### config.mk
export PLATFORM = sky130hd
export DESIGN_NAME = cascaded_highpass_lowpass_biquad
export DESIGN_NICKNAME = d
export VERILOG_FILES = /design/src/rtl/chlb_pkg.sv /design/src/rtl/cascaded_highpass_lowpass_biquad.sv
export SDC_FILE = /design/constraint.sdc
export NUM_CORES = 2
export LEC_CHECK = 0
export BUFFER_PORTS_ARGS = -buffer_cell sky130_fd_sc_hd__clkbuf_2
export CAP_MARGIN = 10
export CORE_UTILIZATION = 49
export DETAILED_ROUTE_END_ITERATION = 6
export HOLD_SLACK_MARGIN = 0.15
export PLACE_DENSITY = 0.75
export SYNTH_ARGS = -nofsm -noshare
export SYNTH_HDL_FRONTEND = slang
export SYNTH_SLANG_ARGS = --single-unit
### constraint.sdc
create_clock -name clk -period 16.5 [get_ports clk]
set_input_delay 2.475 -clock clk [delete_from_list [all_inputs] [get_ports clk]]
set_output_delay 2.475 -clock clk [all_outputs]
set_load 0.02 [all_outputs]
### src/rtl/chlb_pkg.sv
package chlb_pkg;

	// Fixed widths and formats
	localparam int CHANNELS       = 2;
	localparam int STAGES         = 2;
	localparam int SAMPLE_BITS    = 24;
	localparam int COEF_BITS      = 25;
	localparam int COEF_FRAC_BITS = 22;
	localparam int STATE_GUARD    = 8;
	localparam int STATE_BITS     = 48;
	localparam int CFG_INDEX_BITS = 3;
	localparam int PC_W           = 4;

	// Configuration register indexes
	localparam logic [CFG_INDEX_BITS-1:0] REG_HP_ENABLE = 3'd0;
	localparam logic [CFG_INDEX_BITS-1:0] REG_LP_ENABLE = 3'd1;
	localparam logic [CFG_INDEX_BITS-1:0] REG_HP_GAIN   = 3'd2;
	localparam logic [CFG_INDEX_BITS-1:0] REG_HP_FB_ONE = 3'd3;
	localparam logic [CFG_INDEX_BITS-1:0] REG_HP_FB_TWO = 3'd4;
	localparam logic [CFG_INDEX_BITS-1:0] REG_LP_GAIN   = 3'd5;
	localparam logic [CFG_INDEX_BITS-1:0] REG_LP_FB_ONE = 3'd6;
	localparam logic [CFG_INDEX_BITS-1:0] REG_LP_FB_TWO = 3'd7;

	// Beat payloads
	typedef struct packed {
		logic signed [SAMPLE_BITS-1:0] sample_in;
		logic                          channel_in;
	} in_beat_t;

	typedef struct packed {
		logic signed [SAMPLE_BITS-1:0] sample_out;
		logic                          channel_out;
	} out_beat_t;

	// Control word fields
	typedef enum logic {
		STG_HP,
		STG_LP
	} stage_e_t;

	typedef enum logic [1:0] {
		MUL_NONE,
		MUL_GAIN_X,
		MUL_A1_Y,
		MUL_A2_Y
	} mul_sel_t;

	typedef enum logic [2:0] {
		OP_NONE,
		OP_T,   // t <= round(product)
		OP_Y,   // y <= sat(round(t + z1))
		OP_R,   // r <= round(product)
		OP_Z1,  // z1 <= sat(k*t - r + z2), r <= round(product)
		OP_Z2   // z2 <= sat(t - r), x <= y
	} alu_op_t;

	typedef enum logic [1:0] {
		JMP_NONE,
		JMP_SKIP,  // jump to target when the stage is disabled
		JMP_DONE   // hand the sample to the output register
	} jmp_t;

	typedef struct packed {
		stage_e_t        stg;
		mul_sel_t        mul;
		alu_op_t         op;
		jmp_t            jmp;
		logic [PC_W-1:0] target;
	} ucode_t;

	localparam logic [PC_W-1:0] PC_LP_START = 4'd7;
	localparam logic [PC_W-1:0] PC_DONE     = 4'd14;

	// Microprogram: high-pass section, low-pass section, output
	function automatic ucode_t ucode_rom(input logic [PC_W-1:0] pc);
		ucode_t w;
		w = '{stg: STG_HP, mul: MUL_NONE, op: OP_NONE, jmp: JMP_DONE, target: '0};
		case (pc)
			4'd0:  w = '{STG_HP, MUL_GAIN_X, OP_NONE, JMP_SKIP, PC_LP_START};
			4'd1:  w = '{STG_HP, MUL_NONE,   OP_T,    JMP_NONE, '0};
			4'd2:  w = '{STG_HP, MUL_NONE,   OP_Y,    JMP_NONE, '0};
			4'd3:  w = '{STG_HP, MUL_A1_Y,   OP_NONE, JMP_NONE, '0};
			4'd4:  w = '{STG_HP, MUL_A2_Y,   OP_R,    JMP_NONE, '0};
			4'd5:  w = '{STG_HP, MUL_NONE,   OP_Z1,   JMP_NONE, '0};
			4'd6:  w = '{STG_HP, MUL_NONE,   OP_Z2,   JMP_NONE, '0};
			4'd7:  w = '{STG_LP, MUL_GAIN_X, OP_NONE, JMP_SKIP, PC_DONE};
			4'd8:  w = '{STG_LP, MUL_NONE,   OP_T,    JMP_NONE, '0};
			4'd9:  w = '{STG_LP, MUL_NONE,   OP_Y,    JMP_NONE, '0};
			4'd10: w = '{STG_LP, MUL_A1_Y,   OP_NONE, JMP_NONE, '0};
			4'd11: w = '{STG_LP, MUL_A2_Y,   OP_R,    JMP_NONE, '0};
			4'd12: w = '{STG_LP, MUL_NONE,   OP_Z1,   JMP_NONE, '0};
			4'd13: w = '{STG_LP, MUL_NONE,   OP_Z2,   JMP_NONE, '0};
			default: w = '{STG_LP, MUL_NONE, OP_NONE, JMP_DONE, '0};
		endcase
		return w;
	endfunction

endpackage

### src/rtl/cascaded_highpass_lowpass_biquad.sv
// Input beats are processed one at a time: in_stall stays high while a sample is
// in progress, and the next input beat is taken in the cycle after the result
// moves to the output register.
// One shared 25x24 multiplier, stepped by a 15-word microprogram, sets the rate.
// arst_n clears the coefficients, enables, filter state and handshake flags.
module cascaded_highpass_lowpass_biquad
	import chlb_pkg::*;
(
	input  logic                      clk,
	input  logic                      arst_n,
	input  logic                      cfg_wr_en,
	input  logic [CFG_INDEX_BITS-1:0] cfg_index,
	input  logic [COEF_BITS-1:0]      cfg_data,
	input  logic                      in_valid,
	output logic                      in_stall,
	input  in_beat_t                  in_data,
	output logic                      out_valid,
	input  logic                      out_stall,
	output out_beat_t                 out_data
);

	localparam int PROD_W     = COEF_BITS + SAMPLE_BITS;
	localparam int PROD_SHIFT = COEF_FRAC_BITS - STATE_GUARD;
	localparam int T_W        = PROD_W - PROD_SHIFT;
	localparam int SUM_W      = STATE_BITS + 2;

	localparam logic signed [PROD_W-1:0] PROD_HALF = PROD_W'(1) <<< (PROD_SHIFT - 1);
	localparam logic signed [SUM_W-1:0]  OUT_HALF  = SUM_W'(1) <<< (STATE_GUARD - 1);
	localparam logic signed [SUM_W-1:0]  SMP_MAX   = (SUM_W'(1) <<< (SAMPLE_BITS - 1)) - 1;
	localparam logic signed [SUM_W-1:0]  SMP_MIN   = -(SUM_W'(1) <<< (SAMPLE_BITS - 1));
	localparam logic signed [SUM_W-1:0]  ST_MAX    = (SUM_W'(1) <<< (STATE_BITS - 1)) - 1;
	localparam logic signed [SUM_W-1:0]  ST_MIN    = -(SUM_W'(1) <<< (STATE_BITS - 1));

	// Configuration registers
	logic                        hp_en_q, lp_en_q;
	logic signed [COEF_BITS-1:0] hp_gain_q, hp_a1_q, hp_a2_q;
	logic signed [COEF_BITS-1:0] lp_gain_q, lp_a1_q, lp_a2_q;

	// Sequencer
	logic            busy_q;
	logic [PC_W-1:0] pc_q;
	ucode_t          cw;
	logic            stage_en;
	logic            out_free;
	logic            in_take;
	logic            done_go;

	// Datapath registers
	logic signed [SAMPLE_BITS-1:0] x_q, y_q;
	logic                          ch_q;
	logic signed [PROD_W-1:0]      p_q;
	logic signed [T_W-1:0]         t_q, r_q;
	logic signed [STATE_BITS-1:0]  z1_q [STAGES][CHANNELS];
	logic signed [STATE_BITS-1:0]  z2_q [STAGES][CHANNELS];
	logic                          out_valid_q;
	out_beat_t                     out_data_q;

	// Datapath nets
	logic signed [COEF_BITS-1:0]   mul_a;
	logic signed [SAMPLE_BITS-1:0] mul_b;
	logic signed [PROD_W-1:0]      prod;
	logic signed [PROD_W-1:0]      p_add, p_shift;
	logic signed [T_W-1:0]         p_rnd;
	logic signed [STATE_BITS-1:0]  z1_rd, z2_rd;
	logic signed [SUM_W-1:0]       o_sum, o_shift;
	logic signed [SAMPLE_BITS-1:0] y_sat;
	logic signed [SUM_W-1:0]       kt, n1, n2;
	logic signed [STATE_BITS-1:0]  n1_sat, n2_sat;

	assign cw       = ucode_rom(pc_q);
	assign stage_en = (cw.stg == STG_LP) ? lp_en_q : hp_en_q;
	assign out_free = !out_valid_q || !out_stall;
	assign in_stall = busy_q;
	assign in_take  = in_valid && !busy_q;
	assign done_go  = busy_q && (cw.jmp == JMP_DONE) && out_free;

	assign out_valid = out_valid_q;
	assign out_data  = out_data_q;

	// Configuration writes
	always_ff @(posedge clk or negedge arst_n) begin
		if (!arst_n) begin
			hp_en_q   <= 1'b0;
			lp_en_q   <= 1'b0;
			hp_gain_q <= '0;
			hp_a1_q   <= '0;
			hp_a2_q   <= '0;
			lp_gain_q <= '0;
			lp_a1_q   <= '0;
			lp_a2_q   <= '0;
		end else if (cfg_wr_en) begin
			case (cfg_index)
				REG_HP_ENABLE: hp_en_q   <= cfg_data[0];
				REG_LP_ENABLE: lp_en_q   <= cfg_data[0];
				REG_HP_GAIN:   hp_gain_q <= cfg_data;
				REG_HP_FB_ONE: hp_a1_q   <= cfg_data;
				REG_HP_FB_TWO: hp_a2_q   <= cfg_data;
				REG_LP_GAIN:   lp_gain_q <= cfg_data;
				REG_LP_FB_ONE: lp_a1_q   <= cfg_data;
				REG_LP_FB_TWO: lp_a2_q   <= cfg_data;
				default: ;
			endcase
		end
	end

	// Step counter with conditional jumps
	always_ff @(posedge clk or negedge arst_n) begin
		if (!arst_n) begin
			busy_q <= 1'b0;
			pc_q   <= '0;
		end else if (!busy_q) begin
			if (in_take) begin
				busy_q <= 1'b1;
				pc_q   <= '0;
			end
		end else begin
			case (cw.jmp)
				JMP_SKIP: pc_q <= stage_en ? pc_q + 1'b1 : cw.target;
				JMP_DONE: begin
					if (out_free) busy_q <= 1'b0;
				end
				default:  pc_q <= pc_q + 1'b1;
			endcase
		end
	end

	// Output register
	always_ff @(posedge clk or negedge arst_n) begin
		if (!arst_n) begin
			out_valid_q <= 1'b0;
		end else if (done_go) begin
			out_valid_q <= 1'b1;
		end else if (!out_stall) begin
			out_valid_q <= 1'b0;
		end
	end

	always_ff @(posedge clk) begin
		if (done_go) begin
			out_data_q.sample_out  <= x_q;
			out_data_q.channel_out <= ch_q;
		end
	end

	// Shared multiplier operands
	always_comb begin
		mul_a = '0;
		mul_b = y_q;
		case (cw.mul)
			MUL_GAIN_X: begin
				mul_a = (cw.stg == STG_LP) ? lp_gain_q : hp_gain_q;
				mul_b = x_q;
			end
			MUL_A1_Y: mul_a = (cw.stg == STG_LP) ? lp_a1_q : hp_a1_q;
			MUL_A2_Y: mul_a = (cw.stg == STG_LP) ? lp_a2_q : hp_a2_q;
			default:  mul_a = '0;
		endcase
	end

	assign prod = mul_a * mul_b;

	// Round the registered product to state units (half up)
	assign p_add   = p_q + PROD_HALF;
	assign p_shift = p_add >>> PROD_SHIFT;
	assign p_rnd   = p_shift[T_W-1:0];

	assign z1_rd = z1_q[cw.stg][ch_q];
	assign z2_rd = z2_q[cw.stg][ch_q];

	// Section output: round t + z1 to sample units, saturate
	assign o_sum   = SUM_W'(t_q) + SUM_W'(z1_rd) + OUT_HALF;
	assign o_shift = o_sum >>> STATE_GUARD;

	always_comb begin
		if (o_shift > SMP_MAX)      y_sat = SMP_MAX[SAMPLE_BITS-1:0];
		else if (o_shift < SMP_MIN) y_sat = SMP_MIN[SAMPLE_BITS-1:0];
		else                        y_sat = o_shift[SAMPLE_BITS-1:0];
	end

	// State update: high-pass uses -2t, low-pass +2t
	assign kt = (cw.stg == STG_LP) ? (SUM_W'(t_q) <<< 1) : -(SUM_W'(t_q) <<< 1);
	assign n1 = kt - SUM_W'(r_q) + SUM_W'(z2_rd);
	assign n2 = SUM_W'(t_q) - SUM_W'(r_q);

	always_comb begin
		if (n1 > ST_MAX)      n1_sat = ST_MAX[STATE_BITS-1:0];
		else if (n1 < ST_MIN) n1_sat = ST_MIN[STATE_BITS-1:0];
		else                  n1_sat = n1[STATE_BITS-1:0];
		if (n2 > ST_MAX)      n2_sat = ST_MAX[STATE_BITS-1:0];
		else if (n2 < ST_MIN) n2_sat = ST_MIN[STATE_BITS-1:0];
		else                  n2_sat = n2[STATE_BITS-1:0];
	end

	// Working registers driven by the control word
	always_ff @(posedge clk) begin
		if (in_take) begin
			x_q  <= in_data.sample_in;
			ch_q <= in_data.channel_in;
		end else if (busy_q) begin
			if (cw.mul != MUL_NONE) p_q <= prod;
			case (cw.op)
				OP_T:  t_q <= p_rnd;
				OP_Y:  y_q <= y_sat;
				OP_R:  r_q <= p_rnd;
				OP_Z1: r_q <= p_rnd;
				OP_Z2: x_q <= y_q;
				default: ;
			endcase
		end
	end

	// Per-section, per-channel delay state
	always_ff @(posedge clk or negedge arst_n) begin
		if (!arst_n) begin
			for (int s = 0; s < STAGES; s++) begin
				for (int c = 0; c < CHANNELS; c++) begin
					z1_q[s][c] <= '0;
					z2_q[s][c] <= '0;
				end
			end
		end else if (busy_q) begin
			case (cw.op)
				OP_Z1: z1_q[cw.stg][ch_q] <= n1_sat;
				OP_Z2: z2_q[cw.stg][ch_q] <= n2_sat;
				default: ;
			endcase
		end
	end

endmodule
==> impl_metrics.yaml <==
status:
  status: "finished with violations"
  violations: "design-rule violations"
clock_network:
  cts_buffer_depth: 3
  clock_latency_ns: 0.68
  cts.sinks: 678
  root_buffer: "clkbuf_16"
  cts.htree.levels: 3
  cts_setup_buffers: 0
  cts_tree: "yes"
  cts_made_buffers: 75
  post_cts_resized: 0
  clk_transition_reported_paths_ns: 0.06
  cts_hold_buffers: 0
setup_path:
  crit_family: "adder cells"
  r2r-end: "p_q[37]"
  required_ns: 16.90
  crit_end: "p_q[37]"
  crit_fanout: 54
  worst-path-stages: 37
  r2r_start: "pc_q[1]"
  critPathSlowestCell: "mux2i_1"
  startpoint_type: "flip-flop"
  cp_num_buf_inv: 9
  critPathMaxStageDelay_ns: 0.93
  path_class: "flip-flop to flip-flop"
  rrSetupSlack_ns: 5.19
  ff2ff_path_depth: 37
  arrival_ns: 11.71
  setup.worst_path.start: "pc_q[1]"
  cp-end-kind: "flip-flop"
sta:
  relSlewSlack_pct: 20.8
  finalClockSkew_ns: 0.0597
  tns_ns: 0
  finalCritPeriodShare_pct: 68.5
  whs_ns: 0.467
  hold_violations: 0
  rsz0062_at_grt: "false"
  setup_viol: 0
  worstMarginPinSlew_ns: 1.19
  slew_violations: 0
  max_freq_ghz: 0.0884
  fin_crit_ns: 11.31
yosys:
  synth_edf_count: 180
  syn_avg_cell_area_sq_um: 9.81
  synthArstFlopShare_pct: 73.5
  synth_area_leaders: "fa_1 (23%), dfrtp_1 (21%), edfxtp_1 (9.1%)"
  synth_largest_area_cell: "fa_1"
  synthDominantCellAreaShare_pct: 23.0
  synth-seq-cells: 678
  syn_nets: 7081
  ys.flop_type: "dfrtp_1"
  synth_cell_types: 89
  syn_area_sq_um: 59100
  ys_seq_area_share_pct: 30.2
  ys_warn_count: 0
  synth_cells: 6024
routing:
  vias: 44100
  drt_iter0_markers: 3991
  drc: 5
  ant_nets: 0
  drt_wl_total_um: 162000
  vias_per_cell: 5.74
  wl_per_cell_um: 21.1
  dr.pass1.iters: 7
global_route:
  grt_pass1_wl_um: 255000
  grt_pass1_vias: 45000
  antenna_found_initial: 2
  grt_use_total_pct: 27.1
  overflow: 0
  grt_max_degree: 133
floorplan:
  rows: 127
  core-area_sq_um: 120000
  start_util_pct: 49.3
  dieArea_sq_um: 122000
  die_w_um: 349
  fp.dieH_um: 349
  pin_count: 85
placed_design:
  dpl_cell_area_sq_um: 61400
  io_buffers: 84
  dp_hpwl_um: 122000
  routabilityCongestion: 1.00
  dp_cells: 7552
final_layout:
  final_common_cell: "nand2_1"
  regArea_sq_um: 17900
  final_cells: 7692
  area_delta_synth_final_pct: 8.26
  final_net_count: 7075
  num-fill-cells: 10400
  drive_above_1_share_pct: 10.7
  final_cell_mix: "nand2_1 (1060), inv_1 (854), fa_1 (678)"
  multi_input_area_sq_um: 37100
  final_cell_area_sq_um: 64000
min_path:
  hold_path.class: "flip-flop to flip-flop"
job:
  drv_cap: 0
[synth_stat cells (7+ instances only)]
library cell / number
mux4_2: 94
a31oi_1: 22
dfrtp_1: 498
nand3_1: 46
o31ai_1: 20
or2_2: 16
nor2_1: 445
buf_1: 16
nor4_1: 11
o21ai_0: 152
a21oi_1: 261
o21ai_1: 159
o31a_1: 13
nand2_1: 1060
o211ai_1: 7
nand2b_1: 37
nand4_1: 34
xnor2_1: 144
edfxtp_1: 180
a211oi_1: 7
xor2_1: 70
o21a_1: 44
mux2_2: 174
o21bai_1: 19
ha_1: 321
fa_1: 678
nor3_1: 42
and3_1: 18
a21boi_0: 7
and2_1: 17
clkbuf_1: 229
buf_2: 16
a21o_1: 94
nor2b_1: 27
a211o_1: 16
mux2i_1: 49
or3_1: 23
inv_1: 854
buf_4: 7
[sequential cells by signal, indices dropped and copies added (netlist names)]
signal and count:
hp_a2_q 25, pc_q 4, lp_en_q 1, p_q 36
y_q 24, r_q 35, hp_en_q 1, in_stall 1
out_data 25, hp_gain_q 25, out_valid 1, lp_a1_q 25
ch_q 1, z1_q 192, hp_a1_q 25, x_q 24
lp_gain_q 25, z2_q 148, t_q 35, lp_a2_q 25
[kinds of logic after synthesis]
family,synth area share [%]
simple gates,12.7
flops,30.2
compound gates,9.07
buf+inv,7.26
fa+ha+maj,29.8
mux,7.73
xor+xnor,3.22
[through the flow]
stage	util [%]	worst slack, ns
floorplan	-	6.42
global placement	51.2	5.54
detailed placement	51.2	5.35
CTS	53.4	5.32
global route	53.4	4.69
finish	53.4	5.19
[routing by layer]
metal,global-route usage (%),routed length [um],vias up
li1,-,-,19500
met1,37.1,65300,22100
met2,41.6,73100,2074
met3,5.98,16300,428
met4,11.4,7430,0
met5,0,0,-
[how the worst min path moves through the flow]
stage / from / end / slack (ns) / depth (start not counted)
after floorplan: x_q[2] / out_data[3] / 0.43 / 0
after global placement: x_q[16] / out_data[17] / 0.44 / 0
after detailed placement: x_q[16] / out_data[17] / 0.44 / 0
after CTS: x_q[16] / out_data[17] / 0.47 / 0
after global routing: x_q[16] / out_data[17] / 0.48 / 0
final: x_q[16] / out_data[17] / 0.47 / 0
[area by class of cell]
cell class                 count  share of cell area (%)
antenna                        3                  0.0117
clock buffer                 105                    3.32
inverter                     856                    5.02
sequential                   678                    27.9
timing repair buffer         188                    1.94
tap                         1612                    3.15
multi-input combinational   4219                    58.0
clock inverter                31                   0.649
Power is left out: the tool's default activity adds up to more than one toggle a clock period on the data nets, which glitch-free logic cannot reach.
